**config.mk**
```make
export PLATFORM = sky130hd
export DESIGN_NAME = fraction_add_and_reduce
export DESIGN_NICKNAME = d
export VERILOG_FILES = /design/src/fra_pkg.sv /design/src/fra_front.sv /design/src/fra_queue.sv /design/src/fra_back.sv /design/src/fraction_add_and_reduce.sv
export SDC_FILE = /design/constraint.sdc
export NUM_CORES = 2
export LEC_CHECK = 0
export ABC_CLOCK_PERIOD_IN_PS = 13600
export BUFFER_PORTS_ARGS = -buffer_cell sky130_fd_sc_hd__buf_2
export CAP_MARGIN = 15
export CORE_MARGIN = 5
export CORE_UTILIZATION = 50
export CTS_CLUSTER_SIZE = 8
export DETAILED_ROUTE_END_ITERATION = 10
export PLACE_DENSITY_LB_ADDON = 0.2
export SLEW_MARGIN = 40
export SYNTH_ARGS = -nofsm -noshare
export SYNTH_HDL_FRONTEND = slang
export SYNTH_SLANG_ARGS = --single-unit
```
**constraint.sdc**
```tcl
create_clock -name clk -period 13.6 [get_ports clk]
set_input_delay 2.72 -clock clk [delete_from_list [all_inputs] [get_ports clk]]
set_output_delay 2.72 -clock clk [all_outputs]
set_load 0.005 [all_outputs]
```
**src/fra_pkg.sv**
```systemverilog
// ----------------------------------------------------------------------------
// fra_pkg
// shared types and constants for the fraction add and reduce block
// ----------------------------------------------------------------------------
package fra_pkg;

  // how a queued sum is to be finished by the back end
  typedef logic [1:0] fra_kind_t;

  localparam fra_kind_t KIND_REDUCE = 2'd0;  // nonzero sum, needs gcd reduction
  localparam fra_kind_t KIND_ZERO   = 2'd1;  // zero sum, result is 0/1
  localparam fra_kind_t KIND_BAD    = 2'd2;  // a denominator was zero

  // depth of the queue between front and back end
  localparam int QDEPTH = 2;

  // queue status seen by both ends
  typedef struct packed {
    logic full;
    logic empty;
  } fra_q_stat_t;

endpackage

```
**src/fra_front.sv**
```systemverilog
// ----------------------------------------------------------------------------
// fra_front
// accepts operand transactions, forms the unreduced sum and classifies it
// ----------------------------------------------------------------------------
module fra_front import fra_pkg::*; #(
  parameter int W = 16
) (
  input  logic                 clk,
  input  logic                 rst_n,
  input  logic                 in_valid,
  output logic                 in_stall,
  input  logic [W-1:0]         in_first_numerator,
  input  logic [W-1:0]         in_first_denominator,
  input  logic [W-1:0]         in_second_numerator,
  input  logic [W-1:0]         in_second_denominator,
  input  fra_q_stat_t          q_stat,
  output logic                 push,
  output fra_kind_t            push_kind,
  output logic [2*W:0]         push_num,
  output logic [2*W-1:0]       push_den
);

  localparam int NW = 2 * W + 1;
  localparam int DW = 2 * W;

  logic          v1_r, v1_nxt;
  logic [W-1:0]  n1_r, d1_r, n2_r, d2_r;
  logic          v2_r, v2_nxt;
  logic [DW-1:0] p1_r, p2_r, pd_r;
  logic          bad2_r;

  logic          en1, en2;
  logic          eq_c, bad_c;
  logic [W-1:0]  sel1_c, sel2_c;
  logic [DW-1:0] p1_c, p2_c, pd_c;
  logic [NW-1:0] sum_c;

  // stage enables, stage two drains into the queue
  assign en2      = !v2_r || !q_stat.full;
  assign en1      = !v1_r || en2;
  assign in_stall = !en1;
  assign v1_nxt   = en1 ? in_valid : v1_r;
  assign v2_nxt   = en2 ? v1_r : v2_r;

  // equal denominators add over the common one, else cross multiply
  assign eq_c   = (d1_r == d2_r);
  assign bad_c  = (d1_r == '0) || (d2_r == '0);
  assign sel1_c = eq_c ? W'(1) : d2_r;
  assign sel2_c = eq_c ? W'(1) : d1_r;
  assign p1_c   = DW'(n1_r) * DW'(sel1_c);
  assign p2_c   = DW'(n2_r) * DW'(sel2_c);
  assign pd_c   = eq_c ? DW'(d1_r) : DW'(d1_r) * DW'(d2_r);

  // sum and classification feed the queue
  assign sum_c    = {1'b0, p1_r} + {1'b0, p2_r};
  assign push     = v2_r && !q_stat.full;
  assign push_num = sum_c;
  assign push_den = pd_r;

  always_comb begin
    if (bad2_r) begin
      push_kind = KIND_BAD;
    end else if (sum_c == '0) begin
      push_kind = KIND_ZERO;
    end else begin
      push_kind = KIND_REDUCE;
    end
  end

  // control registers
  always_ff @(posedge clk) begin
    if (!rst_n) begin
      v1_r <= 1'b0;
      v2_r <= 1'b0;
    end else begin
      v1_r <= v1_nxt;
      v2_r <= v2_nxt;
    end
  end

  // payload registers
  always_ff @(posedge clk) begin
    if (en1) begin
      n1_r <= in_first_numerator;
      d1_r <= in_first_denominator;
      n2_r <= in_second_numerator;
      d2_r <= in_second_denominator;
    end
    if (en2) begin
      p1_r   <= p1_c;
      p2_r   <= p2_c;
      pd_r   <= pd_c;
      bad2_r <= bad_c;
    end
  end

endmodule

```
**src/fra_queue.sv**
```systemverilog
// ----------------------------------------------------------------------------
// fra_queue
// short queue decoupling the front end from the gcd back end
// ----------------------------------------------------------------------------
module fra_queue import fra_pkg::*; #(
  parameter int W = 16
) (
  input  logic           clk,
  input  logic           rst_n,
  input  logic           push,
  input  fra_kind_t      push_kind,
  input  logic [2*W:0]   push_num,
  input  logic [2*W-1:0] push_den,
  input  logic           pop,
  output fra_kind_t      head_kind,
  output logic [2*W:0]   head_num,
  output logic [2*W-1:0] head_den,
  output fra_q_stat_t    q_stat
);

  localparam int NW  = 2 * W + 1;
  localparam int DW  = 2 * W;
  localparam int QPW = $clog2(QDEPTH);
  localparam int QCW = $clog2(QDEPTH + 1);

  fra_kind_t     kind_q [QDEPTH];
  logic [NW-1:0] num_q  [QDEPTH];
  logic [DW-1:0] den_q  [QDEPTH];

  logic [QPW-1:0] wr_ptr_r, wr_ptr_nxt;
  logic [QPW-1:0] rd_ptr_r, rd_ptr_nxt;
  logic [QCW-1:0] count_r, count_nxt;

  // status and head of queue
  assign q_stat.full  = (count_r == QCW'(QDEPTH));
  assign q_stat.empty = (count_r == '0);
  assign head_kind    = kind_q[rd_ptr_r];
  assign head_num     = num_q[rd_ptr_r];
  assign head_den     = den_q[rd_ptr_r];

  // pointer and fill count update
  always_comb begin
    wr_ptr_nxt = push ? wr_ptr_r + QPW'(1) : wr_ptr_r;
    rd_ptr_nxt = pop  ? rd_ptr_r + QPW'(1) : rd_ptr_r;
    count_nxt  = count_r;
    if (push && !pop) begin
      count_nxt = count_r + QCW'(1);
    end else if (pop && !push) begin
      count_nxt = count_r - QCW'(1);
    end
  end

  always_ff @(posedge clk) begin
    if (!rst_n) begin
      wr_ptr_r <= '0;
      rd_ptr_r <= '0;
      count_r  <= '0;
    end else begin
      wr_ptr_r <= wr_ptr_nxt;
      rd_ptr_r <= rd_ptr_nxt;
      count_r  <= count_nxt;
    end
  end

  // entry storage
  always_ff @(posedge clk) begin
    if (push) begin
      kind_q[wr_ptr_r] <= push_kind;
      num_q[wr_ptr_r]  <= push_num;
      den_q[wr_ptr_r]  <= push_den;
    end
  end

endmodule

```
**src/fra_back.sv**
```systemverilog
// ----------------------------------------------------------------------------
// fra_back
// binary gcd followed by two shift-subtract divisions, plus output register
// ----------------------------------------------------------------------------
module fra_back import fra_pkg::*; #(
  parameter int W = 16
) (
  input  logic           clk,
  input  logic           rst_n,
  input  fra_q_stat_t    q_stat,
  input  fra_kind_t      head_kind,
  input  logic [2*W:0]   head_num,
  input  logic [2*W-1:0] head_den,
  output logic           pop,
  output logic           out_valid,
  input  logic           out_stall,
  output logic [2*W:0]   out_sum_numerator,
  output logic [2*W-1:0] out_sum_denominator,
  output logic           out_bad_denominator
);

  localparam int NW = 2 * W + 1;
  localparam int DW = 2 * W;
  localparam int KW = $clog2(NW + 1);
  localparam int CW = $clog2(NW);

  localparam logic [1:0] S_IDLE = 2'd0;
  localparam logic [1:0] S_GCD  = 2'd1;
  localparam logic [1:0] S_DIV  = 2'd2;
  localparam logic [1:0] S_HOLD = 2'd3;

  logic [1:0]    state_r, state_nxt;
  logic [NW-1:0] num_r, num_nxt;
  logic [DW-1:0] den_r, den_nxt;
  logic [NW-1:0] a_r, a_nxt, b_r, b_nxt;
  logic [KW-1:0] k_r, k_nxt;
  logic [NW-1:0] g_r, g_nxt;
  logic [NW-1:0] qn_r, qn_nxt, qd_r, qd_nxt;
  logic [NW-1:0] rn_r, rn_nxt, rd_r, rd_nxt;
  logic [CW-1:0] cnt_r, cnt_nxt;
  logic          bad_r, bad_nxt;
  logic          out_valid_r, out_valid_nxt;
  logic [NW-1:0] out_num_r, out_num_nxt;
  logic [DW-1:0] out_den_r, out_den_nxt;
  logic          out_bad_r, out_bad_nxt;
  logic          out_free;
  logic [2*NW-1:0] step_n, step_d;

  // one restoring division step: returns remainder and quotient
  function automatic logic [2*NW-1:0] div_step(input logic [NW-1:0] rem,
                                               input logic [NW-1:0] quo,
                                               input logic [NW-1:0] dvs);
    logic [NW:0]   sh;
    logic [NW-1:0] rem_o;
    logic [NW-1:0] quo_o;
    sh = {rem, quo[NW-1]};
    if (sh >= {1'b0, dvs}) begin
      rem_o = NW'(sh - {1'b0, dvs});
      quo_o = {quo[NW-2:0], 1'b1};
    end else begin
      rem_o = sh[NW-1:0];
      quo_o = {quo[NW-2:0], 1'b0};
    end
    return {rem_o, quo_o};
  endfunction

  assign step_n   = div_step(rn_r, qn_r, g_r);
  assign step_d   = div_step(rd_r, qd_r, g_r);
  assign out_free = !out_valid_r || !out_stall;

  // sequencer
  always_comb begin
    state_nxt     = state_r;
    num_nxt       = num_r;
    den_nxt       = den_r;
    a_nxt         = a_r;
    b_nxt         = b_r;
    k_nxt         = k_r;
    g_nxt         = g_r;
    qn_nxt        = qn_r;
    qd_nxt        = qd_r;
    rn_nxt        = rn_r;
    rd_nxt        = rd_r;
    cnt_nxt       = cnt_r;
    bad_nxt       = bad_r;
    pop           = 1'b0;
    out_valid_nxt = out_valid_r && out_stall;
    out_num_nxt   = out_num_r;
    out_den_nxt   = out_den_r;
    out_bad_nxt   = out_bad_r;
    unique case (state_r)
      S_IDLE: begin
        if (!q_stat.empty) begin
          pop     = 1'b1;
          num_nxt = head_num;
          den_nxt = head_den;
          a_nxt   = head_num;
          b_nxt   = NW'(head_den);
          k_nxt   = '0;
          unique case (head_kind)
            KIND_BAD: begin
              qn_nxt    = '0;
              qd_nxt    = '0;
              bad_nxt   = 1'b1;
              state_nxt = S_HOLD;
            end
            KIND_ZERO: begin
              qn_nxt    = '0;
              qd_nxt    = NW'(1);
              bad_nxt   = 1'b0;
              state_nxt = S_HOLD;
            end
            default: begin
              bad_nxt   = 1'b0;
              state_nxt = S_GCD;
            end
          endcase
        end
      end
      S_GCD: begin
        // binary gcd, one halving or subtract per cycle
        if (a_r == b_r) begin
          g_nxt     = a_r << k_r;
          qn_nxt    = num_r;
          qd_nxt    = NW'(den_r);
          rn_nxt    = '0;
          rd_nxt    = '0;
          cnt_nxt   = '0;
          state_nxt = S_DIV;
        end else if (!a_r[0] && !b_r[0]) begin
          a_nxt = a_r >> 1;
          b_nxt = b_r >> 1;
          k_nxt = k_r + KW'(1);
        end else if (!a_r[0]) begin
          a_nxt = a_r >> 1;
        end else if (!b_r[0]) begin
          b_nxt = b_r >> 1;
        end else if (a_r > b_r) begin
          a_nxt = (a_r - b_r) >> 1;
        end else begin
          b_nxt = (b_r - a_r) >> 1;
        end
      end
      S_DIV: begin
        // both quotients by the gcd, one bit per cycle
        rn_nxt = step_n[2*NW-1:NW];
        qn_nxt = step_n[NW-1:0];
        rd_nxt = step_d[2*NW-1:NW];
        qd_nxt = step_d[NW-1:0];
        if (cnt_r == CW'(NW - 1)) begin
          state_nxt = S_HOLD;
        end else begin
          cnt_nxt = cnt_r + CW'(1);
        end
      end
      S_HOLD: begin
        if (out_free) begin
          out_valid_nxt = 1'b1;
          out_num_nxt   = qn_r;
          out_den_nxt   = qd_r[DW-1:0];
          out_bad_nxt   = bad_r;
          state_nxt     = S_IDLE;
        end
      end
      default: begin
        state_nxt = S_IDLE;
      end
    endcase
  end

  // control registers
  always_ff @(posedge clk) begin
    if (!rst_n) begin
      state_r     <= S_IDLE;
      out_valid_r <= 1'b0;
    end else begin
      state_r     <= state_nxt;
      out_valid_r <= out_valid_nxt;
    end
  end

  // datapath registers
  always_ff @(posedge clk) begin
    num_r     <= num_nxt;
    den_r     <= den_nxt;
    a_r       <= a_nxt;
    b_r       <= b_nxt;
    k_r       <= k_nxt;
    g_r       <= g_nxt;
    qn_r      <= qn_nxt;
    qd_r      <= qd_nxt;
    rn_r      <= rn_nxt;
    rd_r      <= rd_nxt;
    cnt_r     <= cnt_nxt;
    bad_r     <= bad_nxt;
    out_num_r <= out_num_nxt;
    out_den_r <= out_den_nxt;
    out_bad_r <= out_bad_nxt;
  end

  assign out_valid           = out_valid_r;
  assign out_sum_numerator   = out_num_r;
  assign out_sum_denominator = out_den_r;
  assign out_bad_denominator = out_bad_r;

  // gcd operands never reach zero
  a_gcd_nonzero: assert property (@(posedge clk) disable iff (!rst_n)
    state_r == S_GCD |-> a_r != '0 && b_r != '0)
    else $error("gcd operand reached zero");

  // a finished gcd starts division with a nonzero divisor
  a_gcd_to_div: assert property (@(posedge clk) disable iff (!rst_n)
    state_r == S_GCD && a_r == b_r |=> state_r == S_DIV && g_r != '0)
    else $error("gcd did not hand a nonzero divisor to division");

  // division ends once its last bit is done
  a_div_end: assert property (@(posedge clk) disable iff (!rst_n)
    state_r == S_DIV && cnt_r == CW'(NW - 1) |=> state_r == S_HOLD)
    else $error("division did not finish on its last bit");

  // an error result carries zero fields
  a_bad_zero: assert property (@(posedge clk) disable iff (!rst_n)
    out_valid_r && out_bad_r |-> out_num_r == '0 && out_den_r == '0)
    else $error("error result with nonzero fields");

endmodule

```
**src/fraction_add_and_reduce.sv**
```systemverilog
// ----------------------------------------------------------------------------
// fraction_add_and_reduce
// adds two unsigned fractions and reduces the sum to lowest terms
// ----------------------------------------------------------------------------
// usage
//   input channel in_valid/in_stall carries the four operands of one
//   transaction; output channel out_valid/out_stall carries the reduced
//   numerator, denominator and the bad denominator flag
//   a transaction moves when valid is high and stall is low
//   the front end registers the operands, then registers the products,
//   then adds and classifies the sum and pushes it into a two-entry queue
//   the back end runs a binary gcd (one halving or subtract a cycle)
//   then divides numerator and denominator by it, one quotient bit a
//   cycle; a zero sum or a zero denominator skips the gcd and division
//   the back end handles one transaction at a time and sets the rate
//   reset empties the pipeline and the queue; results are then absent
//   while out_stall is high the result holds, the back end waits with its
//   next result and the queue and front end fill, then in_stall rises
// ----------------------------------------------------------------------------
module fraction_add_and_reduce import fra_pkg::*; #(
  parameter int OPERAND_WIDTH = 16
) (
  input  logic                       clk,
  input  logic                       rst_n,
  input  logic                       in_valid,
  output logic                       in_stall,
  input  logic [OPERAND_WIDTH-1:0]   in_first_numerator,
  input  logic [OPERAND_WIDTH-1:0]   in_first_denominator,
  input  logic [OPERAND_WIDTH-1:0]   in_second_numerator,
  input  logic [OPERAND_WIDTH-1:0]   in_second_denominator,
  output logic                       out_valid,
  input  logic                       out_stall,
  output logic [2*OPERAND_WIDTH:0]   out_sum_numerator,
  output logic [2*OPERAND_WIDTH-1:0] out_sum_denominator,
  output logic                       out_bad_denominator
);

  localparam int W = OPERAND_WIDTH;

  fra_q_stat_t    q_stat;
  logic           push, pop;
  fra_kind_t      push_kind, head_kind;
  logic [2*W:0]   push_num, head_num;
  logic [2*W-1:0] push_den, head_den;

  // operand intake and sum formation
  fra_front #(.W(W)) u_front (
    .clk                   (clk),
    .rst_n                 (rst_n),
    .in_valid              (in_valid),
    .in_stall              (in_stall),
    .in_first_numerator    (in_first_numerator),
    .in_first_denominator  (in_first_denominator),
    .in_second_numerator   (in_second_numerator),
    .in_second_denominator (in_second_denominator),
    .q_stat                (q_stat),
    .push                  (push),
    .push_kind             (push_kind),
    .push_num              (push_num),
    .push_den              (push_den)
  );

  // decoupling queue
  fra_queue #(.W(W)) u_queue (
    .clk       (clk),
    .rst_n     (rst_n),
    .push      (push),
    .push_kind (push_kind),
    .push_num  (push_num),
    .push_den  (push_den),
    .pop       (pop),
    .head_kind (head_kind),
    .head_num  (head_num),
    .head_den  (head_den),
    .q_stat    (q_stat)
  );

  // reduction and result delivery
  fra_back #(.W(W)) u_back (
    .clk                 (clk),
    .rst_n               (rst_n),
    .q_stat              (q_stat),
    .head_kind           (head_kind),
    .head_num            (head_num),
    .head_den            (head_den),
    .pop                 (pop),
    .out_valid           (out_valid),
    .out_stall           (out_stall),
    .out_sum_numerator   (out_sum_numerator),
    .out_sum_denominator (out_sum_denominator),
    .out_bad_denominator (out_bad_denominator)
  );

endmodule
```
==> qor_table.md <==
| Item | Reported |
|:---|:---|
| Layout filler cell count | 10600 |
| I/O Pins | 136 |
| Detailed-router iteration count before antenna repair | 7 |
| Top cell type by total area after synthesis | sky130_fd_sc_hd__edfxtp_1 |
| Maximum buffer depth of the clock tree | 3 |
| Antenna-violating nets left | 0 |
| Worst path buffer plus inverter count | 5 |
| Pins over their slew limit | 0 |
| Final wirelength | 159000 microns |
| Cell area after synthesis | 0.0608 sq mm |
| Commonest cells in the netlist | 851 x sky130_fd_sc_hd__inv_1, 669 x sky130_fd_sc_hd__edfxtp_1, 648 x sky130_fd_sc_hd__nand2_1 |
| Antenna violations before repair | 4 |
| Yosys warns | 0 |
| Area used by sequential logic in the layout | 0.0203 sq mm |
| Run status | complete, no violations |
| Critical setup path kind | flip-flop to flip-flop |
| HPWL after detailed placement | 120000 microns |
| Sequential share of the synthesized area | 33.4% |
| Met3 wire len | 9230 microns |
| Required @ worst endpoint | 14.06 ns |
| Number of hold-repair buffers added at the cts stage | 0 |
| Root buffer cell | sky130_fd_sc_hd__clkbuf_16 |
| Final-report setup violation count | 0 |
| Min-delay worst type | flip-flop to flip-flop |
| First-pass GRT wire length | 250000 microns |
| Number of global-route vias before repair | 44100 |
| Synth top area share | 33.1% |
| Startpoint kind of the worst setup timing path | flip-flop |
| Count of unique library cells instantiated by Yosys | 81 |
| Highest metal used | met5 |
| Fraction of registers with async set/reset | 0% |
| Setup repair bufs after CTS | 0 |
| Largest fanout on the critical path | 254 |
| Detailed-route wire length per cell | 21.0 microns |
| Floorplan die height | 359 microns |
| Critical Path Most Common Cell | sky130_fd_sc_hd__fa_1 |
| Net count, final | 7074 |
| Row count | 127 |
| Max Clock Skew | 0.0847 ns |
| Drt initial violations | 3077 |
| Synthesis-to-finish area growth | 8.32% |
| Syn_area_per_cell | 10.3 sq um |
| Setup total negative slack | 0 ns |
| Number of buffers created by CTS | 99 |
| Most common cell in the synthesized netlist | sky130_fd_sc_hd__inv_1 |
| Post-route clock period utilization | 66.6% |
| Remaining design rule violation count | 0 |
| Fin crit period | 9.06 ns |
| Area of the placeable core | 0.120 sq mm |
| Final-report hold violation count | 0 |
| Worst hold slack | 0.370 ns |
| Chip Width | 359 microns |
| Global placement routability congestion | 0.917 |
| Effective utilization at floorplan | 50.5% |
| Cell with the biggest individual delay on the critical path | sky130_fd_sc_hd__and2_0 |
| Clock tree from TritonCTS | built |
| RSZ-0062 raised after global routing | no |
| Overall via count from detail_route | 42800 |
| Clock insertion delay at the later pin of the skew report | 0.72 ns |
| Clock input transition at the sequential cells of the worst setup and hold paths | 0.05 ns |
| Total GRT Usage | 25.0% |
| Synth Register Bits | 679 |
| H-tree depth | 3 |
| Largest net degree at the start of global routing | 255 |
| CP Data Arrival Time | 9.52 ns |
| Synth Flop Type | sky130_fd_sc_hd__edfxtp_1 |
| Met2 wire len | 74800 microns |
| Die Footprint | 0.129 sq mm |
| CP max stage delay | 0.77 ns |
| Worst max-slew margin expressed relative to the limit | 42.0% |
| Met1 routed wirelength after detailed routing | 68400 microns |
| Post-detailed-route via-to-cell ratio | 5.65 |
| Number of flops mapped to enable cells by yosys | 669 |
| CP startpoint | u_front.d2_r[0] |
| Highest clock rate | 110 MHz |
| Cells after synthesis | 5908 |
| Hold path startpoint | u_front.push_den[0] |
| Port Buf Inserts | 135 |
| Layout cell share with drive strength beyond 1 | 7.76% |
| Dominant cells by area after synthesis | sky130_fd_sc_hd__edfxtp_1 33%, sky130_fd_sc_hd__fa_1 19%, sky130_fd_sc_hd__ha_1 10% |
| Clk sinks | 679 |
| Total area of multi-input combinational cells | 0.0363 sq mm |
| Capturing element type of the critical path | flip-flop |
| Global-route congestion overflow total | 0 |
| CP top delay family | adder cells |
| Max-Cap Viols | 0 |
| Net Count, Synth | 7065 |
| Actual transition at the worst max-transition pin | 0.864 ns |
| CTS-repair resized insts | 0 |
| Reg-to-reg startpoint | u_front.d2_r[0] |
## stage by stage
step | worst slack [ns] | cells | cell area, sq um | util [%]
2_1_floorplan | 6.20 | 5908 | 60800 | -
3_3_place_gp | 4.66 | 7424 | 62900 | 52.3
3_5_place_dp | 4.59 | 7427 | 63000 | 52.4
4_1_cts | 4.58 | 7565 | 65800 | 54.7
5_1_grt | 4.09 | 7568 | 65800 | 54.7
6_report | 4.54 | 7568 | 65800 | 54.7
## logic make-up after synthesis
group / share of synthesized area [%]
simple gates: 12.8
fa+ha+maj: 29.7
flops: 33.4
mux: 3.65
xor+xnor: 3.26
buf+inv: 7.12
compound gates: 10.1
## layout by cell type, fill, tap and decap left out, types with 36 or more instances in the layout
master / instances
sky130_fd_sc_hd__nand2_1: 647
sky130_fd_sc_hd__a211oi_1: 36
sky130_fd_sc_hd__buf_2: 135
sky130_fd_sc_hd__clkbuf_16: 99
sky130_fd_sc_hd__buf_4: 59
sky130_fd_sc_hd__inv_1: 847
sky130_fd_sc_hd__edfxtp_1: 669
sky130_fd_sc_hd__mux2_2: 68
sky130_fd_sc_hd__xor2_1: 72
sky130_fd_sc_hd__xnor2_1: 154
sky130_fd_sc_hd__nor3_1: 37
sky130_fd_sc_hd__ha_1: 501
sky130_fd_sc_hd__fa_1: 587
sky130_fd_sc_hd__a21oi_1: 292
sky130_fd_sc_hd__mux2i_1: 100
sky130_fd_sc_hd__nor2_1: 347
sky130_fd_sc_hd__and3_1: 241
sky130_fd_sc_hd__and2_1: 149
sky130_fd_sc_hd__o21bai_1: 43
sky130_fd_sc_hd__a21o_1: 123
sky130_fd_sc_hd__o21ai_0: 115
sky130_fd_sc_hd__nand3_1: 54
sky130_fd_sc_hd__a22o_1: 63
## area by class of cell
type                    count  share of cell area (%)
inverters                 854                    4.87
repair buffers            204                    1.91
clock buffers             122                    3.90
diodes                      2                 0.00760
well taps                1612                    3.06
clock inverters            16                   0.333
flip-flops and latches    679                    30.8
multi-input cells        4079                    55.1
## path summary, 6_finish.rpt
| kind | cells after the start | slack (ns) | endpoint |
|---|---|---|---|
| worst min register to register | 0 | 0.37 | u_queue.den_q[1][0] |
| worst max register to register | 28 | 4.54 | u_front.p1_r[30] |
| worst max-delay path | 28 | 4.54 | u_front.p1_r[30] |
| worst min-delay path | 0 | 0.37 | u_queue.den_q[1][0] |
## flip-flops by register name (all words and copies together), names as in the netlist, 33 cells and up, named ones only
name,cells
u_back.a_r,33
u_back.g_r,33
u_back.num_r,33
u_back.out_sum_numerator,33
u_back.qd_r,33
u_back.qn_r,33
u_back.rd_r,33
u_back.rn_r,33
u_queue.den_q,64
u_queue.num_q,66
## per-layer routing
| metal | track usage, % | vias up |
|---|---|---|
| li1 | - | 19900 |
| met5 | 0 | - |
| met4 | 9.28 | 2 |
| met2 | 41.3 | 1345 |
| met3 | 3.51 | 280 |
| met1 | 33.8 | 21200 |
Power is not shown: default switching activity piles up to over one toggle a cycle in this logic, so the estimate is an artifact.
